[config.mk]
export PLATFORM = sky130hd
export DESIGN_NAME = npcd_cell
export DESIGN_NICKNAME = d
export VERILOG_FILES = /design/src/hw/rtl/npcd_pkg.sv /design/src/hw/rtl/npcd_cell.sv
export SDC_FILE = /design/constraint.sdc
export NUM_CORES = 1
export LEC_CHECK = 0
export ABC_AREA = 1
export BUFFER_PORTS_ARGS = -buffer_cell sky130_fd_sc_hd__buf_2
export CELL_PAD_IN_SITES_DETAIL_PLACEMENT = 1
export CELL_PAD_IN_SITES_GLOBAL_PLACEMENT = 1
export CORE_UTILIZATION = 35
export CTS_BUF_LIST = sky130_fd_sc_hd__clkbuf_16
export DETAILED_ROUTE_END_ITERATION = 12
export GPL_ROUTABILITY_DRIVEN = 1
export HOLD_SLACK_MARGIN = 0.15
export MAX_ROUTING_LAYER = met4
export PLACE_DENSITY_LB_ADDON = 0.2
export SLEW_MARGIN = 15
export SYNTH_ARGS = -nofsm -noshare
export SYNTH_HDL_FRONTEND = slang
export SYNTH_SLANG_ARGS = --single-unit
[constraint.sdc]
create_clock -name clk -period 1.55 [get_ports clk]
set_clock_uncertainty 0.05 [all_clocks]
set_input_delay 0.0775 -clock clk [delete_from_list [all_inputs] [get_ports clk]]
set_output_delay 0.0775 -clock clk [all_outputs]
set_load 0.02 [all_outputs]
[src/hw/rtl/npcd_pkg.sv]
// Package for the nibble permutation cipher decrypt core.
// Holds request types, key constants and the per-round permutation logic.
// No dependencies.
package npcd_pkg;

	localparam int ROUNDS     = 10;
	localparam int KEY_W      = 5;
	localparam int KEY_MOD    = 24;
	localparam int ROUND_STEP = ROUNDS % KEY_MOD;

	localparam logic [KEY_W-1:0] KEY_MOD_C  = KEY_W'(KEY_MOD);
	localparam logic [KEY_W-1:0] KEY_LAST_C = KEY_W'(KEY_MOD - 1);
	localparam logic [KEY_W-1:0] STEP_C     = KEY_W'(ROUND_STEP);
	localparam logic [KEY_W-1:0] STEP_WRAP_C = KEY_W'(KEY_MOD - ROUND_STEP);

	typedef struct packed {
		logic [7:0] cipher_byte;
		logic       restart;
	} npcd_in_t;

	typedef struct packed {
		logic [7:0]       plain_byte;
		logic [KEY_W-1:0] key_after;
	} npcd_out_t;

	typedef struct packed {
		logic [7:0]       data;
		logic [KEY_W-1:0] key;
	} npcd_stage_t;

	function automatic logic [KEY_W-1:0] key_down(input logic [KEY_W-1:0] k);
		return (k == '0) ? KEY_LAST_C : k - KEY_W'(1);
	endfunction

	// Lexicographic permutation of 0..3; entry i sits at bits [2i+1:2i].
	function automatic logic [7:0] perm_entry(input logic [KEY_W-1:0] k);
		logic [7:0] p;
		unique case (k)
			5'd0:    p = {2'd3, 2'd2, 2'd1, 2'd0};
			5'd1:    p = {2'd2, 2'd3, 2'd1, 2'd0};
			5'd2:    p = {2'd3, 2'd1, 2'd2, 2'd0};
			5'd3:    p = {2'd1, 2'd3, 2'd2, 2'd0};
			5'd4:    p = {2'd2, 2'd1, 2'd3, 2'd0};
			5'd5:    p = {2'd1, 2'd2, 2'd3, 2'd0};
			5'd6:    p = {2'd3, 2'd2, 2'd0, 2'd1};
			5'd7:    p = {2'd2, 2'd3, 2'd0, 2'd1};
			5'd8:    p = {2'd3, 2'd0, 2'd2, 2'd1};
			5'd9:    p = {2'd0, 2'd3, 2'd2, 2'd1};
			5'd10:   p = {2'd2, 2'd0, 2'd3, 2'd1};
			5'd11:   p = {2'd0, 2'd2, 2'd3, 2'd1};
			5'd12:   p = {2'd3, 2'd1, 2'd0, 2'd2};
			5'd13:   p = {2'd1, 2'd3, 2'd0, 2'd2};
			5'd14:   p = {2'd3, 2'd0, 2'd1, 2'd2};
			5'd15:   p = {2'd0, 2'd3, 2'd1, 2'd2};
			5'd16:   p = {2'd1, 2'd0, 2'd3, 2'd2};
			5'd17:   p = {2'd0, 2'd1, 2'd3, 2'd2};
			5'd18:   p = {2'd2, 2'd1, 2'd0, 2'd3};
			5'd19:   p = {2'd1, 2'd2, 2'd0, 2'd3};
			5'd20:   p = {2'd2, 2'd0, 2'd1, 2'd3};
			5'd21:   p = {2'd0, 2'd2, 2'd1, 2'd3};
			5'd22:   p = {2'd1, 2'd0, 2'd2, 2'd3};
			5'd23:   p = {2'd0, 2'd1, 2'd2, 2'd3};
			default: p = {2'd3, 2'd2, 2'd1, 2'd0};
		endcase
		return p;
	endfunction

	// One round on one nibble; k is the already stepped key.
	function automatic logic [3:0] round_nibble(input logic [3:0] nib,
	                                            input logic [KEY_W-1:0] k);
		logic [7:0] p;
		logic [7:0] inv;
		logic [3:0] moved;
		logic [1:0] v;
		logic [1:0] s;
		logic [3:0] e;
		p     = perm_entry(k);
		inv   = '0;
		moved = '0;
		e     = '0;
		for (int i = 0; i < 4; i++) begin
			moved[p[2*i +: 2]]   = nib[i];
			inv[2*p[2*i +: 2] +: 2] = 2'(i);
		end
		for (int j = 0; j < 2; j++) begin
			v = {moved[2*j], moved[2*j+1]};
			s = inv[2*v +: 2];
			e[2*j]   = s[1];
			e[2*j+1] = s[0];
		end
		return e;
	endfunction

endpackage

[src/hw/rtl/npcd_cell.sv]
// One round cell of the decrypt chain: steps the key, permutes both nibbles,
// registers the result. Depends on npcd_pkg.
module npcd_cell (
	input  logic                 clk,
	input  logic                 arst_n,
	input  logic                 up_valid,
	output logic                 up_ready,
	input  npcd_pkg::npcd_stage_t up_stage,
	output logic                 dn_valid,
	input  logic                 dn_ready,
	output npcd_pkg::npcd_stage_t dn_stage
);
	import npcd_pkg::*;

	logic             valid_q;
	npcd_stage_t      stage_q;
	logic [KEY_W-1:0] key_next;

	assign up_ready = !valid_q || dn_ready;
	assign key_next = key_down(up_stage.key);

	always_ff @(posedge clk or negedge arst_n) begin
		if (!arst_n) begin
			valid_q <= 1'b0;
		end else if (up_ready) begin
			valid_q <= up_valid;
		end
	end

	always_ff @(posedge clk) begin
		if (up_valid && up_ready) begin
			stage_q.data <= {round_nibble(up_stage.data[7:4], key_next),
			                 round_nibble(up_stage.data[3:0], key_next)};
			stage_q.key  <= key_next;
		end
	end

	assign dn_valid = valid_q;
	assign dn_stage = stage_q;

endmodule

==> out/results.md, run 1 <==
| Metric | Value |
|:---|:---|
| Core outline area | 5110 um^2 |
| Final weighted congestion in routability-driven placement | 0.905 |
| Max frequency | 0.477 GHz |
| Power density cells | 887 nW/um^2 |
| Required arrival time at the worst endpoint | 1.62 ns |
| Initial antenna violation count | 0 |
| Number of clock buffers inserted by TritonCTS | 3 |
| DP Wirelength | 5150 um |
| Port-buffer cells | 31 |
| DRT antenna net count | 0 |
| Remaining routing DRC violations | 0 |
| Post-route fraction of the period consumed by the critical path | 135% |
| First drt pass iteration count | 4 |
| Drt first-iter violations | 257 |
| Post-Synthesis Cell Area | 1860 um^2 |
| Sequential area share after synthesis | 22.3% |
| Largest fanout on the critical path | 4 |
| Commonest cells after routing, fill and taps aside | 69 x sky130_fd_sc_hd__nand2_1, 39 x sky130_fd_sc_hd__buf_4, 33 x sky130_fd_sc_hd__nand3_1 |
| Final Net Count | 420 |
| Clock power frac | 17.0% |
| Clk buf depth | 2 |
| Deepest level of the CTS H-tree | 1 |
| Launching element type of the critical path | input port |
| Relative contribution of sequential cells to total power | 17.2% |
| Initial standard-cell utilization of the core | 36.5% |
| Endpoints failing hold | 0 |
| Die area | 5620 um^2 |
| Worst supply voltage drop on vdd | 0.000521 V |
| Violations in the final reports | negative setup slack |
| Share of cells above drive strength 1 | 57.5% |
| Die Span X | 75.0 um |
| Wire length per cell | 20.3 um |
| Minimum setup slack in the final design | -0.547 ns |
| Slew @ Worst Pin | 0.286 ns |
| Maximum number of pins on one net before global-route repair | 14 |
| Most frequent standard cell in the layout excluding fill and tap cells | sky130_fd_sc_hd__nand2_1 |
| Setup repair after global routing missed its margin | true |
| # Max-Cap Violations | 0 |
| Arrival time reported for the critical path endpoint | 2.17 ns |
| Fin. max-slew vios | 0 |
| Outcome | finished, violations left |
| Number of top-level pins | 32 |
| Die Span Y | 75.0 um |
| Vias in the first global route | 2562 |
| Critical path start-end classification | input port to register |
| Routed via count | 2615 |
| Gate count of the mapped netlist | 312 |
| Global-route usage over all layers | 30.8% |
| Part of the total power dissipated in combinational logic | 65.8% |
| Clock transition at the registers of the reported paths | 0.05 ns |
| Area of all placed cells without fillers | 3330 um^2 |
| Worst hold-check slack | 0.191 ns |
| Number of clock sinks seen by CTS | 14 |
| Yosys warning total | 0 |
| Critical Path End Type | register |
| NetSw | 0.00141 W |
| Clock tree from TritonCTS | done |
| Cell leakage power | 1.65 nW |
| Area growth, synth to finish | 78.7% |
| Routed wire length | 9460 um |
| Cell area after placement | 2380 um^2 |
| Clk root buf | sky130_fd_sc_hd__clkbuf_16 |
| Overflow left after global routing | 0 |
| Number of rows in the core area | 26 |
| Tightest Hold Check Type | input port to register |
| Switching part of the total | 47.8% |
| Wire length of the first global-routing pass | 12600 um |
| Pre-CTS worst setup slack | -0.877 ns |
| Diodes inserted | 0 |
| Total internal power | 0.00154 W |
| Syn Nets | 336 |
| Core occupancy in the finished layout | 65.2% |
| Count of fill cells added during filler insertion | 611 |
| Clock insertion delay at the later pin of the skew report | 0.25 ns |
| Number of distinct library cell variants in the gate-level netlist after synthesis | 22 |
| Register bit count reported by yosys | 14 |
| Post-Syn Area per Cell | 5.98 um^2 |
| Final period demand of the worst path | 2.10 ns |
| Worst slew margin relative to its limit | 80.7% |
| Via-per-instance ratio | 5.62 |
| Final setup violation count | 8 |
[metal layers]
metal / GRT usage (%) / wire [um] / up-vias
met1: 36.0 / 3880 / 1287
met3: 3.35 / 418 / 31
li1: - / - / 1184
met5: - / 0 / -
met2: 53.0 / 4800 / 113
met4: 13.8 / 362 / 0
[path summary, 6_finish.rpt]
check | endpoint | slack [ns] | start | depth (start not counted)
worst min register to register | dn_stage[0]$_DFFE_PP_ | 0.78 | dn_valid$_DFFE_PN0N_ | 2
worst min-delay path | dn_stage[0]$_DFFE_PP_ | 0.19 | up_stage[0] | 3
worst max-delay path | dn_stage[5]$_DFFE_PP_ | -0.55 | up_stage[0] | 16
max in group asynchronous | dn_valid$_DFFE_PN0N_ | 0.74 | arst_n | 3
min in group asynchronous | dn_valid$_DFFE_PN0N_ | 0.61 | arst_n | 3
worst max register to register | dn_valid$_DFFE_PN0N_ | 0.27 | dn_valid$_DFFE_PN0N_ | 3
[layout make-up]
cell class,instances,area (um^2),area share (%)
Multi-Input combinational cell,248,1950,58.5
Timing Repair Buffer,82,594,17.8
Sequential cell,14,415,12.5
Inverter,47,205,6.16
Tap cell,70,87.6,2.63
Clock buffer,3,75.1,2.25
Clock inverter,1,3.75,0.113
[synth_stat cells (all sizes together)]
cell type	n	area (um^2)
nand2	125	522
nand3	73	410
inv	46	173
nor2	21	91.3
edfxtp	13	390
a21oi	12	71.3
ha	7	87.6
nand4	5	31.3
buf	3	27.5
o21ai	3	18.8
a31oi	2	12.5
clkinv	1	3.75
dfrtp	1	25.0
[sequential cells by signal, indices dropped and copies added (netlist names)]
register  flops
dn_stage     13
dn_valid      1
[critical path, stage by stage]
cell and delay [ns]:
sky130_fd_sc_hd__buf_8 0.10, sky130_fd_sc_hd__clkinvlp_4 0.09, sky130_fd_sc_hd__ha_4 0.22, sky130_fd_sc_hd__nand3_4 0.14
sky130_fd_sc_hd__nand3_4 0.13, sky130_fd_sc_hd__buf_4 0.18, sky130_fd_sc_hd__nand2_1 0.09, sky130_fd_sc_hd__nand3_1 0.17
sky130_fd_sc_hd__nand2_1 0.11, sky130_fd_sc_hd__nor2_2 0.21, sky130_fd_sc_hd__nand3_1 0.11, sky130_fd_sc_hd__nand2_1 0.14
sky130_fd_sc_hd__nand2_1 0.08, sky130_fd_sc_hd__nand2_1 0.15, sky130_fd_sc_hd__nand3_2 0.10, sky130_fd_sc_hd__nand2_1 0.08
[per-stage QoR]
step	power, W	cells	TNS [ns]
6_report	0.00296	465	-4.06
5_1_grt	0.00310	465	-4.75
4_1_cts	0.00256	458	-3.01
2_1_floorplan	0.00137	312	-3.70
3_3_place_gp	0.00171	443	-6.13
3_5_place_dp	0.00175	443	-6.69
[timing repair]
action,CTS,global route
setup buffers,7,7
setup endpoints to repair,8,8
hold buffers,4,0
hold endpoints to repair,2,0
resized for setup,101,82
pin swaps,43,40
[cells by family after synthesis]
kind of cell             after synthesis  synth area share (%)
AND/OR/NAND/NOR                      224                  56.6
buffers and inverters                 50                  10.9
AO/OA/AOI/OAI                         17                  5.50
flip-flops                            14                  22.3
adder cells (fa/ha/maj)                7                  4.70
[power groups by stage]
stage | Sequential, W | Clock, W | Combinational (W)
after floorplan | 0.000589 | 0 | 0.000778
after global placement | 0.000515 | 0 | 0.00120
after detailed placement | 0.000517 | 0 | 0.00124
after CTS | 0.000511 | 0.000492 | 0.00156
after global routing | 0.000517 | 0.000520 | 0.00207
final | 0.000510 | 0.000501 | 0.00194
No activity file was read; power rests on OpenSTA's default activity.
==> run 2, diff against run 1 <==
--- a/config.mk
+++ b/config.mk
@@ -9,7 +9,7 @@
 export BUFFER_PORTS_ARGS = -buffer_cell sky130_fd_sc_hd__buf_2
 export CELL_PAD_IN_SITES_DETAIL_PLACEMENT = 1
 export CELL_PAD_IN_SITES_GLOBAL_PLACEMENT = 1
-export CORE_UTILIZATION = 35
+export CORE_UTILIZATION = 39
 export CTS_BUF_LIST = sky130_fd_sc_hd__clkbuf_16
 export DETAILED_ROUTE_END_ITERATION = 12
 export GPL_ROUTABILITY_DRIVEN = 1
==> constraint.sdc (replaced) <==
create_clock -name clk -period 2 [get_ports clk]
set_clock_uncertainty 0.05 [all_clocks]
set_input_delay 0.1 -clock clk [delete_from_list [all_inputs] [get_ports clk]]
set_output_delay 0.1 -clock clk [all_outputs]
set_load 0.02 [all_outputs]
==> run 2 against run 1 <==
The run now fails in global routing (5_1_grt). Synthesized cell count did not move. Synthesized area is the same.
==> out/results.md, run 2 <==
| Metric | Value | Delta |
|:---|:---|:---|
| Ranking of synthesized cells by instance count | 110 x sky130_fd_sc_hd__nand2_1, 64 x sky130_fd_sc_hd__nand3_1, 43 x sky130_fd_sc_hd__inv_1 | unchanged |
| First error message | [ERROR DPL-0033] detailed placement checks failed during check placement. |  |
| Initial antenna violation count | 0 |  |
| Clk root buf | sky130_fd_sc_hd__clkbuf_16 | unchanged |
| Type of pin the worst path ends at | sequential cell input |  |
| Synth top area cells | sky130_fd_sc_hd__nand2_1 22%, sky130_fd_sc_hd__edfxtp_1 21%, sky130_fd_sc_hd__nand3_1 17%, sky130_fd_sc_hd__inv_1 8.7%, sky130_fd_sc_hd__nand3_2 4.8% | unchanged |
| Number of clock sinks seen by CTS | 14 | unchanged |
| Yosys warning total | 0 | unchanged |
| Async set or reset register ratio after synthesis | 7.14% | unchanged |
| Post-Synthesis Cell Area | 1860 um^2 | unchanged |
| DP Wirelength | 5160 um | was 5150 um |
| Number of rows in the core area | 24 | was 26 |
| Die Span X | 71.1 um | was 75.0 um |
| Number of clock buffers inserted by TritonCTS | 3 | unchanged |
| Initial standard-cell utilization of the core | 41.7% | was 36.5% |
| Commonest register cell after synthesis | sky130_fd_sc_hd__edfxtp_1 | unchanged |
| Share of the synthesized area in the top cell type | 22.1% | unchanged |
| Register bit count reported by yosys | 14 | unchanged |
| Most common cell in the synthesized netlist | sky130_fd_sc_hd__nand2_1 | unchanged |
| Deepest level of the CTS H-tree | 1 | unchanged |
| Clk buf depth | 2 | unchanged |
| Outcome | did not finish | was finished, violations left |
| Maximum number of pins on one net before global-route repair | 14 |  |
| Post-Syn Area per Cell | 5.98 um^2 | unchanged |
| Worst endpoint left by the global-route repair_timing run | dn_stage[9]$_DFFE_PP_/D |  |
| Final weighted congestion in routability-driven placement | 0.894 | was 0.905 |
| Sequential area share after synthesis | 22.3% | unchanged |
| Number of top-level pins | 32 | unchanged |
| Gate count of the mapped netlist | 312 | unchanged |
| Biggest area consumer among synthesized cells | sky130_fd_sc_hd__nand2_1 | unchanged |
| Number of flops mapped to enable cells by yosys | 13 | unchanged |
| Port-buffer cells | 31 | unchanged |
| Die Span Y | 71.1 um | was 75.0 um |
| Stage reached | global routing (5_1_grt) |  |
| Number of distinct library cell variants in the gate-level netlist after synthesis | 22 | unchanged |
| Syn Nets | 336 | unchanged |
==> run 2: kinds of logic after synthesis <==
kind of cell	after synthesis	share of synthesized area, %
AOI/OAI and AO/OA	17	5.50
adders and majority gates	7	4.70
buffers and inverters	50	10.9
DFF	14	22.3
and+or+nand+nor	224	56.6
==> run 2: what timing repair did <==
item / in CTS
endpoints found under the setup margin: 8
pin swaps: 13
hold buffers: 4
hold endpoints to repair: 2
setup buffers: 4
cloned: 2
gates resized for setup: 50
==> run 2: through the flow <==
step / cell area [um^2] / setup slack, ns / hold WS, ns / std cells / utilization [%]
after CTS: 2720 / 0.0211 / 0.211 / 436 / 60.8
after global placement: 2360 / -0.318 / -0.176 / 422 / 52.7
after floorplan: 1920 / -0.0388 / -0.246 / 312 / -
after detailed placement: 2360 / -0.433 / -0.175 / 422 / 52.7
==> run 3, diff against run 2 <==
==> config.mk (replaced) <==
export PLATFORM = sky130hd
export DESIGN_NAME = npcd_cell
export DESIGN_NICKNAME = d
export VERILOG_FILES = /design/src/hw/rtl/npcd_pkg.sv /design/src/hw/rtl/npcd_cell.sv
export SDC_FILE = /design/constraint.sdc
export NUM_CORES = 1
export LEC_CHECK = 0
export ABC_AREA = 1
export BUFFER_PORTS_ARGS = -buffer_cell sky130_fd_sc_hd__buf_2
export CORE_UTILIZATION = 27
export DETAILED_ROUTE_END_ITERATION = 12
export GPL_ROUTABILITY_DRIVEN = 1
export PLACE_DENSITY_LB_ADDON = 0.15
export SLEW_MARGIN = 15
export SYNTH_ARGS = -nofsm -noshare
export SYNTH_HDL_FRONTEND = slang
export SYNTH_SLANG_ARGS = --single-unit
==> run 3 against run 2 <==
The flow now finishes, with violations (design-rule violations).
==> out/results.md, run 3 (synthesis results as in run 1) <==
| Metric | Value | Delta |
|:---|:---|:---|
| Outcome | finished, violations left | was did not finish |
| Violations in the final reports | design-rule violations |  |
| Area of all placed cells without fillers | 3140 um^2 |  |
| Number of cells on the worst reg-to-reg path | 2 |  |
| Port-buffer cells | 31 | unchanged |
| Max frequency | 0.504 GHz |  |
| Worst slew margin relative to its limit | 82.1% |  |
| Maximum number of pins on one net before global-route repair | 14 |  |
| Initial antenna violation count | 0 |  |
| Remaining routing DRC violations | 1 |  |
| Launching element type of the critical path | input port |  |
| DRT antenna net count | 0 |  |
| Final Net Count | 419 |  |
| Wire length of the first global-routing pass | 9230 um |  |
| Final weighted congestion in routability-driven placement | 0.867 | was 0.894 |
| Area growth, synth to finish | 68.5% |  |
| End of the worst hold path | dn_valid$_DFFE_PN0N_ |  |
| Critical path start-end classification | input port to register |  |
| Number of rows in the core area | 29 | was 24 |
| Routed wire length | 6060 um |  |
| Endpoints failing hold | 0 |  |
| Wire length per cell | 12.9 um |  |
| Fin. max-slew vios | 0 |  |
| Initial standard-cell utilization of the core | 28.7% | was 41.7% |
| Cell leakage power | 1.59 nW |  |
| Commonest cells after routing, fill and taps aside | 74 x sky130_fd_sc_hd__nand2_1, 45 x sky130_fd_sc_hd__nand3_1, 41 x sky130_fd_sc_hd__buf_4 |  |
| Power density cells | 627 nW/um^2 |  |
| Number of clock sinks seen by CTS | 14 | unchanged |
| Clk buf depth | 2 | unchanged |
| Vias in the first global route | 2055 |  |
| Largest register FFs | 13 |  |
| Post-route fraction of the period consumed by the critical path | 99.3% |  |
| Die area | 7240 um^2 |  |
| # Max-Cap Violations | 0 |  |
| Overflow left after global routing | 0 |  |
| First drt pass iteration count | 8 |  |
| Setup repair after global routing missed its margin | true |  |
| Clock tree from TritonCTS | done |  |
| Clock transition at the registers of the reported paths | 0.06 ns |  |
| Worst supply voltage drop on vdd | 0.000255 V |  |
| Post-layout total power | 0.00197 W |  |
| DP Wirelength | 4420 um | was 5160 um |
| Global-route usage over all layers | 16.0% |  |
| Final period demand of the worst path | 1.99 ns |  |
| Routed via count | 2313 |  |
| Deepest level of the CTS H-tree | 1 | unchanged |
| Share of cells above drive strength 1 | 51.5% |  |
| Number of top-level pins | 32 | unchanged |
| Diodes inserted | 0 |  |
| Required arrival time at the worst endpoint | 1.96 ns |  |
| Startpoint of the worst hold path | up_valid |  |
| Arrival time reported for the critical path endpoint | 1.94 ns |  |
| Most frequent standard cell in the layout excluding fill and tap cells | sky130_fd_sc_hd__nand2_1 |  |
| Clk root buf | sky130_fd_sc_hd__clkbuf_8 | was sky130_fd_sc_hd__clkbuf_16 |
| Slack of the worst reg-to-reg path | 0.89 ns |  |
| Worst R2R End | dn_stage[7]$_DFFE_PP_ |  |
| Cell count of the worst hold path | 3 |  |
| Core outline area | 6490 um^2 |  |
| Number of clock buffers inserted by TritonCTS | 3 | unchanged |
| FF-to-FF Start | dn_valid$_DFFE_PN0N_ |  |
| Drt first-iter violations | 155 |  |
| Largest fanout on the critical path | 6 |  |
| Tightest Hold Check Type | input port to register |  |
| Die Span Y | 85.1 um | was 71.1 um |
| Via-per-instance ratio | 4.91 |  |
| Final setup violation count | 0 |  |
| Slew @ Worst Pin | 0.268 ns |  |
| Die Span X | 85.1 um | was 71.1 um |
| Cell area after placement | 2400 um^2 | was 2360 um^2 |
| Clock insertion delay at the later pin of the skew report | 0.24 ns |  |
| Critical Path End Type | register |  |
==> run 3: what timing repair did <==
action	in CTS	in global routing
gates cloned	1	0
pin swaps	15	46
setup buffers	3	11
hold endpoints to repair	1	0
setup endpoints to repair	8	8
gates resized for setup	23	115
hold buffers	1	0
==> run 3: cell type report <==
class                   count  area, um^2
repair buffers             80         573
flip-flops and latches     14         415
fillers                   638        3350
multi-input cells         249        1800
well taps                  77        96.3
inverters                  47         199
clock buffers               4        55.1
==> run 3: metrics by stage <==
stage / hold WS (ns) / TNS, ns / worst slack (ns) / util, % / std cells
2_1_floorplan: -0.246 / -0.284 / -0.0388 / - / 312
3_3_place_gp: -0.175 / -2.52 / -0.343 / 37.0 / 452
3_5_place_dp: -0.175 / -2.74 / -0.354 / 37.0 / 452
4_1_cts: 0.00436 / -0.00111 / -0.00111 / 39.9 / 461
5_1_grt: 0.0144 / -0.378 / -0.0610 / 48.4 / 471
6_report: 0.00249 / 0 / 0.0146 / 48.4 / 471
==> run 3: power by group <==
group          switching (W)  total (W)  internal, W
registers         0.00000729   0.000393     0.000386
logic               0.000790    0.00130     0.000512
clock network       0.000102   0.000276     0.000174
total               0.000899    0.00197      0.00107
==> run 3: worst max-delay path, cell delays in order <==
cell                         delay (ns)
sky130_fd_sc_hd__buf_6             0.08
sky130_fd_sc_hd__clkinvlp_4        0.09
sky130_fd_sc_hd__ha_4              0.21
sky130_fd_sc_hd__inv_4             0.09
sky130_fd_sc_hd__nand2_8           0.07
sky130_fd_sc_hd__nand2_4           0.06
sky130_fd_sc_hd__ha_4              0.19
sky130_fd_sc_hd__inv_4             0.07
sky130_fd_sc_hd__nand2_4           0.05
sky130_fd_sc_hd__nand3_4           0.12
sky130_fd_sc_hd__buf_6             0.12
sky130_fd_sc_hd__nand4_1           0.17
sky130_fd_sc_hd__nand3_4           0.14
sky130_fd_sc_hd__nand2_4           0.09
sky130_fd_sc_hd__nand2_2           0.09
sky130_fd_sc_hd__nand2_1           0.06
sky130_fd_sc_hd__nand3_2           0.08
sky130_fd_sc_hd__nand2_1           0.05
==> run 3: per-layer routing <==
layer	track usage (%)	routed length, um
met5	0	0
met4	6.32	95
met3	1.26	292
met2	25.3	2910
met1	22.4	2760
==> run 3: worst max-delay path by stage <==
stage	startpoint	endpoint	slack, ns
4_1_cts	up_stage[0]	dn_stage[8]$_DFFE_PP_	-0.001
3_5_place_dp	up_stage[1]	dn_stage[10]$_DFFE_PP_	-0.35
5_1_grt	up_stage[0]	dn_stage[9]$_DFFE_PP_	-0.06
3_3_place_gp	up_stage[0]	dn_stage[8]$_DFFE_PP_	-0.34
6_report	up_stage[0]	dn_stage[6]$_DFFE_PP_	0.01
2_1_floorplan	up_stage[0]	dn_stage[12]$_DFFE_PP_	-0.04
